--- config.mk ---
export PLATFORM = sky130hd
export DESIGN_NAME = hop_packet_sequencer
export DESIGN_NICKNAME = d
export VERILOG_FILES = /design/src/rtl/hps_pkg.sv /design/src/rtl/hps_ctrl.sv /design/src/rtl/hps_dp.sv /design/src/rtl/hop_packet_sequencer.sv
export VERILOG_INCLUDE_DIRS = /design/src /design/src/rtl
export SDC_FILE = /design/constraint.sdc
export NUM_CORES = 1
export LEC_CHECK = 0
export BUFFER_PORTS_ARGS = -buffer_cell sky130_fd_sc_hd__buf_4
export CAP_MARGIN = 20
export CORE_MARGIN = 2
export CORE_UTILIZATION = 50
export DETAILED_ROUTE_END_ITERATION = 8
export PLACE_DENSITY = 0.69
export SYNTH_ARGS = -nofsm -noshare
export SYNTH_HDL_FRONTEND = slang
export SYNTH_SLANG_ARGS = --single-unit
--- constraint.sdc ---
create_clock -name clk -period 3.55 [get_ports clk]
set_input_delay 0.355 -clock clk [delete_from_list [all_inputs] [get_ports clk]]
set_output_delay 0.355 -clock clk [all_outputs]
set_load 0.01 [all_outputs]
--- src/rtl/hop_packet_sequencer_assert.svh ---
// ----------------------------------------------------------------------------
// hop_packet_sequencer_assert.svh
// Assertion macros used by the hop packet sequencer top level.
// ----------------------------------------------------------------------------
`ifndef HOP_PACKET_SEQUENCER_ASSERT_SVH
`define HOP_PACKET_SEQUENCER_ASSERT_SVH

// same-cycle implication, checked out of reset
`define HPS_ASSERT_IMPL(lbl, ante, cons) \
  lbl: assert property (@(posedge clk) disable iff (!rst_n) (ante) |-> (cons)) \
    else $error("hop_packet_sequencer: assertion failed");

// next-cycle implication, checked out of reset
`define HPS_ASSERT_NEXT(lbl, ante, cons) \
  lbl: assert property (@(posedge clk) disable iff (!rst_n) (ante) |=> (cons)) \
    else $error("hop_packet_sequencer: assertion failed");

`endif

--- src/rtl/hps_pkg.sv ---
// ----------------------------------------------------------------------------
// hps_pkg
// Constants, codes and controller/datapath link types of the hop sequencer.
// ----------------------------------------------------------------------------
package hps_pkg;

  localparam int MAX_CHANNELS = 128;
  localparam int BURST_LIMIT  = 4;
  localparam int MAX_PAYLOAD  = 64;

  localparam int CH_CAP    = (MAX_CHANNELS < 128) ? MAX_CHANNELS : 128;
  localparam int BUDGET_W  = $clog2(BURST_LIMIT + 1);
  localparam int CFG_IDX_W = 3;
  localparam int CFG_DAT_W = 32;
  localparam int IN_DATA_W = 64;
  localparam int OUT_DATA_W = 32;

  localparam logic [BUDGET_W-1:0] BURST_MAX   = BUDGET_W'(BURST_LIMIT);
  localparam logic [BUDGET_W-1:0] BUDGET_STEP = BUDGET_W'(1);

  localparam logic [7:0] TPL_BYTE0  = 8'hE1;
  localparam logic [7:0] NONCE_MASK = 8'h3F;
  localparam logic [7:0] HDR_MASK   = 8'hC0;
  localparam logic [7:0] PROBE_TAG  = 8'h48;

  localparam logic [1:0] KIND_START = 2'd0;
  localparam logic [1:0] KIND_STOP  = 2'd1;
  localparam logic [1:0] KIND_TICK  = 2'd2;

  localparam logic [1:0] EV_RETUNE = 2'd0;
  localparam logic [1:0] EV_PACKET = 2'd1;
  localparam logic [1:0] EV_PROBE  = 2'd2;

  localparam logic [CFG_IDX_W-1:0] CFG_NUM_CHANNELS = 3'd0;
  localparam logic [CFG_IDX_W-1:0] CFG_DWELL_MS     = 3'd1;
  localparam logic [CFG_IDX_W-1:0] CFG_PKT_INTERVAL = 3'd2;
  localparam logic [CFG_IDX_W-1:0] CFG_PKTS_PER_HOP = 3'd3;
  localparam logic [CFG_IDX_W-1:0] CFG_PAYLOAD_LEN  = 3'd4;
  localparam logic [CFG_IDX_W-1:0] CFG_USE_CACHED   = 3'd5;
  localparam logic [CFG_IDX_W-1:0] CFG_CACHED_BYTE  = 3'd6;

  typedef struct packed {
    logic load;
    logic clear_budget;
    logic start;
    logic stop;
    logic pkt_calc;
    logic look;
    logic stage_dwell;
    logic stage_probe;
    logic stage_ret;
    logic mod_step;
    logic push;
    logic last_val;
  } hps_cmd_t;

  typedef struct packed {
    logic [1:0] kind;
    logic       active;
    logic       pkt_mode;
    logic       pkt_due;
    logic       dwell_due;
    logic       need_ret;
    logic       more_pkt;
    logic       mod_last;
    logic       out_free;
  } hps_stat_t;

endpackage

--- src/rtl/hps_ctrl.sv ---
// ----------------------------------------------------------------------------
// hps_ctrl
// Sequencing state machine: walks one item through its result events.
// ----------------------------------------------------------------------------
module hps_ctrl (
  input  logic              clk,
  input  logic              rst_n,
  input  logic              in_tvalid,
  output logic              in_tready,
  input  hps_pkg::hps_stat_t stat,
  output hps_pkg::hps_cmd_t  cmd
);

  typedef enum logic [7:0] {
    S_IDLE      = 8'b0000_0001,
    S_DECIDE    = 8'b0000_0010,
    S_PKT_CALC  = 8'b0000_0100,
    S_PKT_LOOK  = 8'b0000_1000,
    S_PUSH      = 8'b0001_0000,
    S_MOD       = 8'b0010_0000,
    S_RET_STAGE = 8'b0100_0000,
    S_PROBE     = 8'b1000_0000
  } state_t;

  state_t state_r, state_nxt;
  state_t after_r, after_nxt;
  logic   more_r, more_nxt;
  logic   dwell_r, dwell_nxt;

  always_comb begin
    cmd       = '0;
    in_tready = 1'b0;
    state_nxt = state_r;
    after_nxt = after_r;
    more_nxt  = more_r;
    dwell_nxt = dwell_r;
    case (state_r)
      S_IDLE: begin
        in_tready = 1'b1;
        if (in_tvalid) begin
          cmd.load  = 1'b1;
          state_nxt = S_DECIDE;
        end
      end
      S_DECIDE: begin
        cmd.clear_budget = 1'b1;
        if (stat.kind == hps_pkg::KIND_START) begin
          cmd.start = 1'b1;
          after_nxt = S_IDLE;
          state_nxt = S_PUSH;
        end else if (stat.kind == hps_pkg::KIND_STOP) begin
          cmd.stop  = 1'b1;
          state_nxt = S_IDLE;
        end else if (stat.kind == hps_pkg::KIND_TICK && stat.active) begin
          if (stat.pkt_mode) begin
            state_nxt = stat.pkt_due ? S_PKT_CALC : S_IDLE;
          end else if (stat.dwell_due) begin
            cmd.stage_dwell = 1'b1;
            dwell_nxt       = 1'b1;
            after_nxt       = S_PROBE;
            state_nxt       = S_PUSH;
          end else begin
            state_nxt = S_IDLE;
          end
        end else begin
          state_nxt = S_IDLE;
        end
      end
      S_PKT_CALC: begin
        cmd.pkt_calc = 1'b1;
        dwell_nxt    = 1'b0;
        state_nxt    = S_PKT_LOOK;
      end
      S_PKT_LOOK: begin
        cmd.look     = 1'b1;
        cmd.last_val = !(stat.need_ret || stat.more_pkt);
        more_nxt     = stat.more_pkt;
        if (stat.need_ret) begin
          after_nxt = S_MOD;
        end else if (stat.more_pkt) begin
          after_nxt = S_PKT_CALC;
        end else begin
          after_nxt = S_IDLE;
        end
        state_nxt = S_PUSH;
      end
      S_PUSH: begin
        if (stat.out_free) begin
          cmd.push  = 1'b1;
          state_nxt = after_r;
        end
      end
      S_MOD: begin
        cmd.mod_step = 1'b1;
        if (stat.mod_last) begin
          state_nxt = dwell_r ? S_IDLE : S_RET_STAGE;
        end
      end
      S_RET_STAGE: begin
        cmd.stage_ret = 1'b1;
        cmd.last_val  = !more_r;
        after_nxt     = more_r ? S_PKT_CALC : S_IDLE;
        state_nxt     = S_PUSH;
      end
      S_PROBE: begin
        cmd.stage_probe = 1'b1;
        after_nxt       = S_MOD;
        state_nxt       = S_PUSH;
      end
      default: begin
        state_nxt = S_IDLE;
      end
    endcase
  end

  always_ff @(posedge clk) begin
    if (!rst_n) begin
      state_r <= S_IDLE;
      after_r <= S_IDLE;
      more_r  <= 1'b0;
      dwell_r <= 1'b0;
    end else begin
      state_r <= state_nxt;
      after_r <= after_nxt;
      more_r  <= more_nxt;
      dwell_r <= dwell_nxt;
    end
  end

endmodule

--- src/rtl/hps_dp.sv ---
// ----------------------------------------------------------------------------
// hps_dp
// Datapath: registers, hop state, due checks, channel modulo and output stage.
// ----------------------------------------------------------------------------
module hps_dp (
  input  logic                               clk,
  input  logic                               rst_n,
  input  logic [hps_pkg::IN_DATA_W-1:0]      in_tdata,
  input  logic [1:0]                         in_tuser,
  input  logic                               cfg_wr,
  input  logic [hps_pkg::CFG_IDX_W-1:0]      cfg_addr,
  input  logic [hps_pkg::CFG_DAT_W-1:0]      cfg_data,
  output logic                               out_tvalid,
  input  logic                               out_tready,
  output logic [hps_pkg::OUT_DATA_W-1:0]     out_tdata,
  output logic [1:0]                         out_tuser,
  output logic                               out_tlast,
  input  hps_pkg::hps_cmd_t                  cmd,
  output hps_pkg::hps_stat_t                 stat
);

  // configuration
  logic [7:0]  num_ch_r;
  logic [15:0] dwell_ms_r;
  logic [31:0] pkt_int_r;
  logic [7:0]  pph_r;
  logic [6:0]  plen_r;
  logic        use_cached_r;
  logic [7:0]  cached_b0_r;

  // hop state
  logic                         active_r;
  logic [6:0]                   hop_r;
  logic [7:0]                   seq_r;
  logic [7:0]                   sent_r;
  logic [31:0]                  next_hop_ms_r;
  logic [31:0]                  next_pkt_us_r;
  logic [hps_pkg::BUDGET_W-1:0] budget_r;
  logic [2:0]                   mod_cnt_r;
  logic [7:0]                   rem_r;

  // item and result stage
  logic [1:0]  kind_r;
  logic [31:0] now_ms_r;
  logic [31:0] now_us_r;
  logic [1:0]  st_ev_r;
  logic [6:0]  st_ch_r;
  logic [7:0]  st_b0_r, st_b2_r, st_b1_r;
  logic        st_last_r;

  logic        out_valid_r;
  logic [1:0]  out_ev_r;
  logic [6:0]  out_ch_r;
  logic [7:0]  out_b0_r, out_b2_r, out_b1_r;
  logic        out_last_r;

  logic [7:0]  eff_ch;
  logic [6:0]  len;
  logic [31:0] pkt_diff, hop_diff;
  logic [7:0]  mod_x, rem_in, rem_sh, rem_nxt;
  logic [7:0]  pb0, pb2, pb1;

  always_comb begin
    if (num_ch_r == 8'd0) begin
      eff_ch = 8'd1;
    end else if (num_ch_r > 8'(hps_pkg::CH_CAP)) begin
      eff_ch = 8'(hps_pkg::CH_CAP);
    end else begin
      eff_ch = num_ch_r;
    end
  end

  assign len = (plen_r > 7'(hps_pkg::MAX_PAYLOAD)) ? 7'(hps_pkg::MAX_PAYLOAD) : plen_r;

  assign pkt_diff = now_us_r - next_pkt_us_r;
  assign hop_diff = now_ms_r - next_hop_ms_r;

  // restoring remainder of (hop + 1) by the channel count, one bit a cycle
  assign mod_x   = {1'b0, hop_r} + 8'd1;
  assign rem_in  = (mod_cnt_r == 3'd0) ? 8'd0 : rem_r;
  assign rem_sh  = {rem_in[6:0], mod_x[3'd7 - mod_cnt_r]};
  assign rem_nxt = (rem_sh >= eff_ch) ? (rem_sh - eff_ch) : rem_sh;

  always_comb begin
    pb2 = 8'd0;
    pb1 = 8'd0;
    if (use_cached_r) begin
      pb0 = (cached_b0_r & hps_pkg::HDR_MASK) | (seq_r & hps_pkg::NONCE_MASK);
    end else begin
      pb1 = seq_r;
      if (len == 7'd1) begin
        pb0 = seq_r;
      end else begin
        pb2 = {1'b0, hop_r};
        pb0 = (len == 7'd2) ? {1'b0, hop_r} : hps_pkg::TPL_BYTE0;
      end
    end
  end

  assign stat.kind      = kind_r;
  assign stat.active    = active_r;
  assign stat.pkt_mode  = (pkt_int_r != 32'd0) && (pph_r != 8'd0) && (plen_r != 7'd0);
  assign stat.pkt_due   = !pkt_diff[31];
  assign stat.dwell_due = !hop_diff[31];
  assign stat.need_ret  = (sent_r >= pph_r);
  assign stat.more_pkt  = (budget_r < hps_pkg::BURST_MAX) && !pkt_diff[31];
  assign stat.mod_last  = (mod_cnt_r == 3'd7);
  assign stat.out_free  = !out_valid_r || out_tready;

  always_ff @(posedge clk) begin
    if (!rst_n) begin
      num_ch_r      <= 8'd1;
      dwell_ms_r    <= 16'd1;
      pkt_int_r     <= 32'd0;
      pph_r         <= 8'd0;
      plen_r        <= 7'd0;
      use_cached_r  <= 1'b0;
      cached_b0_r   <= 8'd0;
      active_r      <= 1'b0;
      hop_r         <= 7'd0;
      seq_r         <= 8'd0;
      sent_r        <= 8'd0;
      next_hop_ms_r <= 32'd0;
      next_pkt_us_r <= 32'd0;
      budget_r      <= '0;
      mod_cnt_r     <= 3'd0;
      out_valid_r   <= 1'b0;
    end else begin
      if (cfg_wr) begin
        case (cfg_addr)
          hps_pkg::CFG_NUM_CHANNELS: num_ch_r     <= cfg_data[7:0];
          hps_pkg::CFG_DWELL_MS:     dwell_ms_r   <= cfg_data[15:0];
          hps_pkg::CFG_PKT_INTERVAL: pkt_int_r    <= cfg_data;
          hps_pkg::CFG_PKTS_PER_HOP: pph_r        <= cfg_data[7:0];
          hps_pkg::CFG_PAYLOAD_LEN:  plen_r       <= cfg_data[6:0];
          hps_pkg::CFG_USE_CACHED:   use_cached_r <= cfg_data[0];
          hps_pkg::CFG_CACHED_BYTE:  cached_b0_r  <= cfg_data[7:0];
          default: ;
        endcase
      end
      if (cmd.clear_budget) begin
        budget_r <= '0;
      end
      if (cmd.start) begin
        hop_r         <= 7'd0;
        seq_r         <= 8'd0;
        sent_r        <= 8'd0;
        next_hop_ms_r <= now_ms_r;
        next_pkt_us_r <= now_us_r;
        active_r      <= 1'b1;
      end
      if (cmd.stop) begin
        active_r  <= 1'b0;
        sent_r    <= 8'd0;
        pkt_int_r <= 32'd0;
        pph_r     <= 8'd0;
        plen_r    <= 7'd0;
      end
      if (cmd.pkt_calc) begin
        seq_r         <= seq_r + 8'd1;
        sent_r        <= sent_r + 8'd1;
        next_pkt_us_r <= next_pkt_us_r + pkt_int_r;
        budget_r      <= budget_r + hps_pkg::BUDGET_STEP;
      end
      if (cmd.look && stat.need_ret) begin
        sent_r <= 8'd0;
      end
      if (cmd.stage_dwell) begin
        next_hop_ms_r <= now_ms_r + {16'd0, dwell_ms_r};
      end
      if (cmd.mod_step) begin
        mod_cnt_r <= mod_cnt_r + 3'd1;
        if (mod_cnt_r == 3'd7) begin
          hop_r <= rem_nxt[6:0];
        end
      end
      if (cmd.push) begin
        out_valid_r <= 1'b1;
      end else if (out_tready) begin
        out_valid_r <= 1'b0;
      end
    end
  end

  always_ff @(posedge clk) begin
    if (cmd.load) begin
      kind_r   <= in_tuser;
      now_ms_r <= in_tdata[31:0];
      now_us_r <= in_tdata[63:32];
    end
    if (cmd.mod_step) begin
      rem_r <= rem_nxt;
    end
    if (cmd.start) begin
      st_ev_r   <= hps_pkg::EV_RETUNE;
      st_ch_r   <= 7'd0;
      st_b0_r   <= 8'd0;
      st_b2_r   <= 8'd0;
      st_b1_r   <= 8'd0;
      st_last_r <= 1'b1;
    end
    if (cmd.pkt_calc) begin
      st_ev_r   <= hps_pkg::EV_PACKET;
      st_ch_r   <= hop_r;
      st_b0_r   <= pb0;
      st_b2_r   <= pb2;
      st_b1_r   <= pb1;
      st_last_r <= 1'b0;
    end
    if (cmd.look) begin
      st_last_r <= cmd.last_val;
    end
    if (cmd.stage_dwell || cmd.stage_ret) begin
      st_ev_r   <= hps_pkg::EV_RETUNE;
      st_ch_r   <= hop_r;
      st_b0_r   <= 8'd0;
      st_b2_r   <= 8'd0;
      st_b1_r   <= 8'd0;
      st_last_r <= cmd.stage_ret ? cmd.last_val : 1'b0;
    end
    if (cmd.stage_probe) begin
      st_ev_r   <= hps_pkg::EV_PROBE;
      st_ch_r   <= hop_r;
      st_b0_r   <= hps_pkg::PROBE_TAG;
      st_b2_r   <= 8'd0;
      st_b1_r   <= {1'b0, hop_r};
      st_last_r <= 1'b1;
    end
    if (cmd.push) begin
      out_ev_r   <= st_ev_r;
      out_ch_r   <= st_ch_r;
      out_b0_r   <= st_b0_r;
      out_b2_r   <= st_b2_r;
      out_b1_r   <= st_b1_r;
      out_last_r <= st_last_r;
    end
  end

  assign out_tvalid = out_valid_r;
  assign out_tuser  = out_ev_r;
  assign out_tlast  = out_last_r;
  assign out_tdata  = {1'b0, out_b1_r, out_b2_r, out_b0_r, out_ch_r};

endmodule

--- src/rtl/hop_packet_sequencer.sv ---
// ----------------------------------------------------------------------------
// hop_packet_sequencer
// Frequency-hopping transmit sequencer. Takes start, stop and tick items and
// emits retune, packet and probe events, the final event of an item marked
// by out_tlast. One item is in work at a time. In packet mode the retune
// after a full hop waits for the next channel from a bit-serial remainder
// unit; a dwell hop emits a retune plus a probe. A stalled output stretches
// the work on an item. Configuration writes are taken in any cycle but belong
// to idle periods.
// ----------------------------------------------------------------------------
`include "hop_packet_sequencer_assert.svh"

module hop_packet_sequencer (
  input  logic                             clk,
  input  logic                             rst_n,
  input  logic                             in_tvalid,
  output logic                             in_tready,
  input  logic [hps_pkg::IN_DATA_W-1:0]    in_tdata,   // now_ms[31:0], now_us[63:32]
  input  logic [1:0]                       in_tuser,   // kind[1:0]
  output logic                             out_tvalid,
  input  logic                             out_tready,
  output logic [hps_pkg::OUT_DATA_W-1:0]   out_tdata,  // channel_index[6:0],
                                                       // first_byte[14:7],
                                                       // second_last_byte[22:15],
                                                       // last_byte[30:23], zero[31]
  output logic [1:0]                       out_tuser,  // event_res[1:0]
  output logic                             out_tlast,
  input  logic                             cfg_valid,
  output logic                             cfg_ready,
  input  logic [hps_pkg::CFG_IDX_W-1:0]    cfg_addr,
  input  logic [hps_pkg::CFG_DAT_W-1:0]    cfg_data
);

  hps_pkg::hps_cmd_t  cmd;
  hps_pkg::hps_stat_t stat;
  logic [9:0]         cmd_act;

  assign cfg_ready = 1'b1;

  assign cmd_act = {cmd.load, cmd.start, cmd.stop, cmd.pkt_calc, cmd.look,
                    cmd.stage_dwell, cmd.stage_probe, cmd.stage_ret, cmd.mod_step, cmd.push};

  hps_ctrl u_ctrl (
    .clk       (clk),
    .rst_n     (rst_n),
    .in_tvalid (in_tvalid),
    .in_tready (in_tready),
    .stat      (stat),
    .cmd       (cmd)
  );

  hps_dp u_dp (
    .clk        (clk),
    .rst_n      (rst_n),
    .in_tdata   (in_tdata),
    .in_tuser   (in_tuser),
    .cfg_wr     (cfg_valid && cfg_ready),
    .cfg_addr   (cfg_addr),
    .cfg_data   (cfg_data),
    .out_tvalid (out_tvalid),
    .out_tready (out_tready),
    .out_tdata  (out_tdata),
    .out_tuser  (out_tuser),
    .out_tlast  (out_tlast),
    .cmd        (cmd),
    .stat       (stat)
  );

  `HPS_ASSERT_NEXT(a_busy_after_accept, in_tvalid && in_tready, !in_tready)
  `HPS_ASSERT_IMPL(a_push_when_free, cmd.push, !out_tvalid || out_tready)
  `HPS_ASSERT_IMPL(a_single_cmd, 1'b1, $onehot0(cmd_act))

endmodule

==> metrics.csv <==
metric,value,unit
outcome,finished clean,
main combinational cell family by area after synthesis,compound AO/OA/AOI/OAI gates,
Final Skew,13.8,ps
CP endpoint,u_dp.hop_r[3]$_SDFF_PN0_,
Die X,189,um
post-synth top area cell,dfxtp_1,
Pwr Density,463,nW/um^2
Flop pwr share,46.2,%
drt drc,0,
Post-layout nets,2267,
"EDFF count, synth",120,
via count,14600,
Num CTS Buffers,36,
Post-DP HPWL,31.7,mm
Clk network pwr share,37.9,%
"Clk Latency, worst-skew pair",520,ps
total grt overflow,0,
Netlist Area Pre-Place,17000,sq um
Crit Path Class,register to register,
worst slew pin tran,990,ps
CP bufs+invs,0,
Overall Global Routing Usage,24.4,%
die boundary height,189,um
WL/cell,17.7,um
Synth top area share,23.7,%
Worst setup EP type,register,
most common flop cell mapped by yosys,dfxtp_1,
CTS sink cnt,322,
Psw,2580,uW
CTS tree,built,
FF-to-FF End,u_dp.hop_r[3]$_SDFF_PN0_,
Post-Syn Instances,1840,
Root Driver,clkbuf_16,
Max-slew headroom,33.6,%
port bufs,140,
first-pass iteration count of the detailed router,5,
Cell variety after synth,86,
Worst-path clk slew,60,ps
Lkg Pwr,0.00795,uW
vias per cell,5.81,
number of global-route vias before repair,13900,
fraction of the mapped netlist area in adder cells,9.90,%
top-count cell post-synth,nand2_1,
period utilisation layout,97.6,%
"FF+latch count, synth",322,
Worst EP required,3960,ps
DRT Wirelength,44.2,mm
clock buffer depth,3,
total of max-cap violations,0,
die area,35600,sq um
Worst path slowest cell,mux4_2,
critical path startpoint,u_dp.hop_r[0]$_SDFF_PN0_,
Final Total Pwr,9400,uW
Synth top cells by count,"nand2_1, dfxtp_1, a21oi_1",
mean area per synthesized cell,9.26,sq um
WP depth,16,
Area Growth Syn to Fin,19.1,%
CP max FO,6,
fin crit period,3460,ps
multiplexer share of the synthesized area,2.22,%
"Largest delay share family, worst path",compound AO/OA/AOI/OAI gates,
HP Class,input port to register,
Synth Area in Compound Gates,18.4,%
"Setup violations, final",0,
# diodes,0,
first-pass GRT wire length,70.6,mm
combinational group share of total power,15.9,%
FP Rows,67,
"Slew Viols, Final",0,
CP Cell Sequence,ha_4 -> and3_4 -> a31oi_4 -> o21ai_2 -> mux4_2 -> ha_4 -> fa_2 -> nor2b_2 -> o21ai_1 -> nand2b_1 -> a21o_1 -> a21o_1 -> a31oi_1 -> o21a_2 -> mux2_4 -> a22o_1,
switching part of the total power,27.4,%
GP Congestion,0.885,
XOR/XNOR share of the synthesized area,2.31,%
Worst R2R Start,u_dp.hop_r[0]$_SDFF_PN0_,
initial drt markers,1024,
CTS H-tree depth,2,
sequential element share of the synthesized area,44.9,%
Simple-Gate Fraction of Synth Area,18.1,%
RSZ-0062 raised after global routing,yes,
Core Box Area,33500,sq um
hold path startpoint,in_tdata[30],
Starting Density,50.8,%
largest net degree at the start of global routing,49,
Setup TNS,0,ps
highest clock rate,289,MHz
post-route ant nets,0,
CP arrival,3870,ps
Worst R2R Path Depth,16,
worst vdd ir,461,uV
Setup crit start kind,register,
slowest cell delay on critical path,500,ps
layout cells sized above 1,14.3,%
fraction of registers with async set/reset,0,%
YS warnings,0,
initial antenna violation count,0,
Int Pwr,6820,uW
Ports,144,
Final Hold Vio Count,0,
Worst R2R Setup Slack,90,ps
synth top area cells,"dfxtp_1, edfxtp_1, ha_1",
layout make-up:
class,instances,area [sq um]
clock buffer,50,1010
fill,2889,13200
clock inverter,16,110
multi-input combinational,1343,8780
tap,448,561
timing repair buffer,226,1810
sequential,322,7660
inverter,99,372
per-layer routing:
layer	routed length, um	vias up	track usage (%)
met5	0	-	0
met4	1380	0	8.71
met3	2240	88	2.68
met2	20800	446	40.9
met1	19800	6947	32.9
li1	-	7074	-
worst min path at each step:
stage	end	depth (start not counted)
after CTS	u_dp.now_us_r[11]$_DFFE_PP_	1
after global routing	u_dp.now_us_r[23]$_DFFE_PP_	1
after floorplan	u_dp.out_b0_r[6]$_DFFE_PP_	0
after global placement	u_dp.out_ch_r[2]$_DFFE_PP_	0
after detailed placement	u_dp.out_ch_r[1]$_DFFE_PP_	0
final	u_dp.now_ms_r[30]$_DFFE_PP_	1
what timing repair did:
action | CTS | global route
gates resized for setup | 4 | 26
setup endpoints to repair | 14 | 16
hold buffers | 33 | 0
setup buffers | 0 | 6
hold endpoints to repair | 33 | 0
pin swaps | 1 | 5
cell families (layout without fill, tap and decap cells):
family | count (synthesis) | after routing
flip-flops | 322 | 322
AO/OA/AOI/OAI | 495 | 495
other | 2 | 3
multiplexers | 34 | 34
AND/OR/NAND/NOR | 633 | 633
XOR/XNOR | 45 | 45
adder cells (fa/ha/maj) | 133 | 133
buffers and inverters | 176 | 391
worst register-to-register path: cells and delay by family, from the launching register on:
kind	cells	cell delay (ps)
DFF	1	360
and+or+nand+nor	3	400
adders and majority gates	3	700
AOI/OAI and AO/OA	8	1080
muxes	2	830
stage by stage:
step / setup slack (ps) / cell area [sq um] / std cells / utilization (%) / hold WS [ps]
after floorplan: 8.94 / 17000 / 1841 / - / 400
after global placement: 36.1 / 18700 / 2398 / 55.7 / 402
after detailed placement: -85.7 / 18700 / 2399 / 55.8 / 406
after CTS: 3.50 / 20200 / 2498 / 60.1 / 0.0659
after global routing: -75.8 / 20300 / 2504 / 60.5 / 1.05
final: 86.7 / 20300 / 2504 / 60.5 / 12.9
power by group through the flow:
stage / Sequential, uW / Clock (uW) / Combinational [uW]
after floorplan: 4360 / 0 / 977
after global placement: 4410 / 0 / 1400
after detailed placement: 4420 / 0 / 1440
after CTS: 4340 / 3620 / 1480
after global routing: 4370 / 3760 / 1670
final: 4340 / 3560 / 1500
cells in the final DEF (no fill, tap or decap), types with 22 or more instances in the layout:
master         count
nand4_1           25
ha_1             128
mux2i_1           25
a31oi_1           22
a22o_1            22
a211oi_1          25
a22oi_1           28
buf_4            190
nand3_1           37
nand2_1          261
edfxtp_1         120
and3_1            33
nor2_1           109
xnor2_1           31
nor3_1            23
dfxtp_1          198
dlygate4sd3_1     33
o21ai_0           80
inv_1             98
a21oi_1          187
a21o_1            27
nand2b_1          22
nor2b_1           24
clkbuf_16         38
flip-flops by register name, summed over array words and instances, names as in the netlist, 16 cells and up:
register and cells:
u_dp.next_pkt_us_r 32, u_dp.now_us_r 32, u_dp.now_ms_r 32, u_dp.dwell_ms_r 16
u_dp.next_hop_ms_r 32, u_dp.pkt_int_r 32
(Power assumes the default switching activity.)
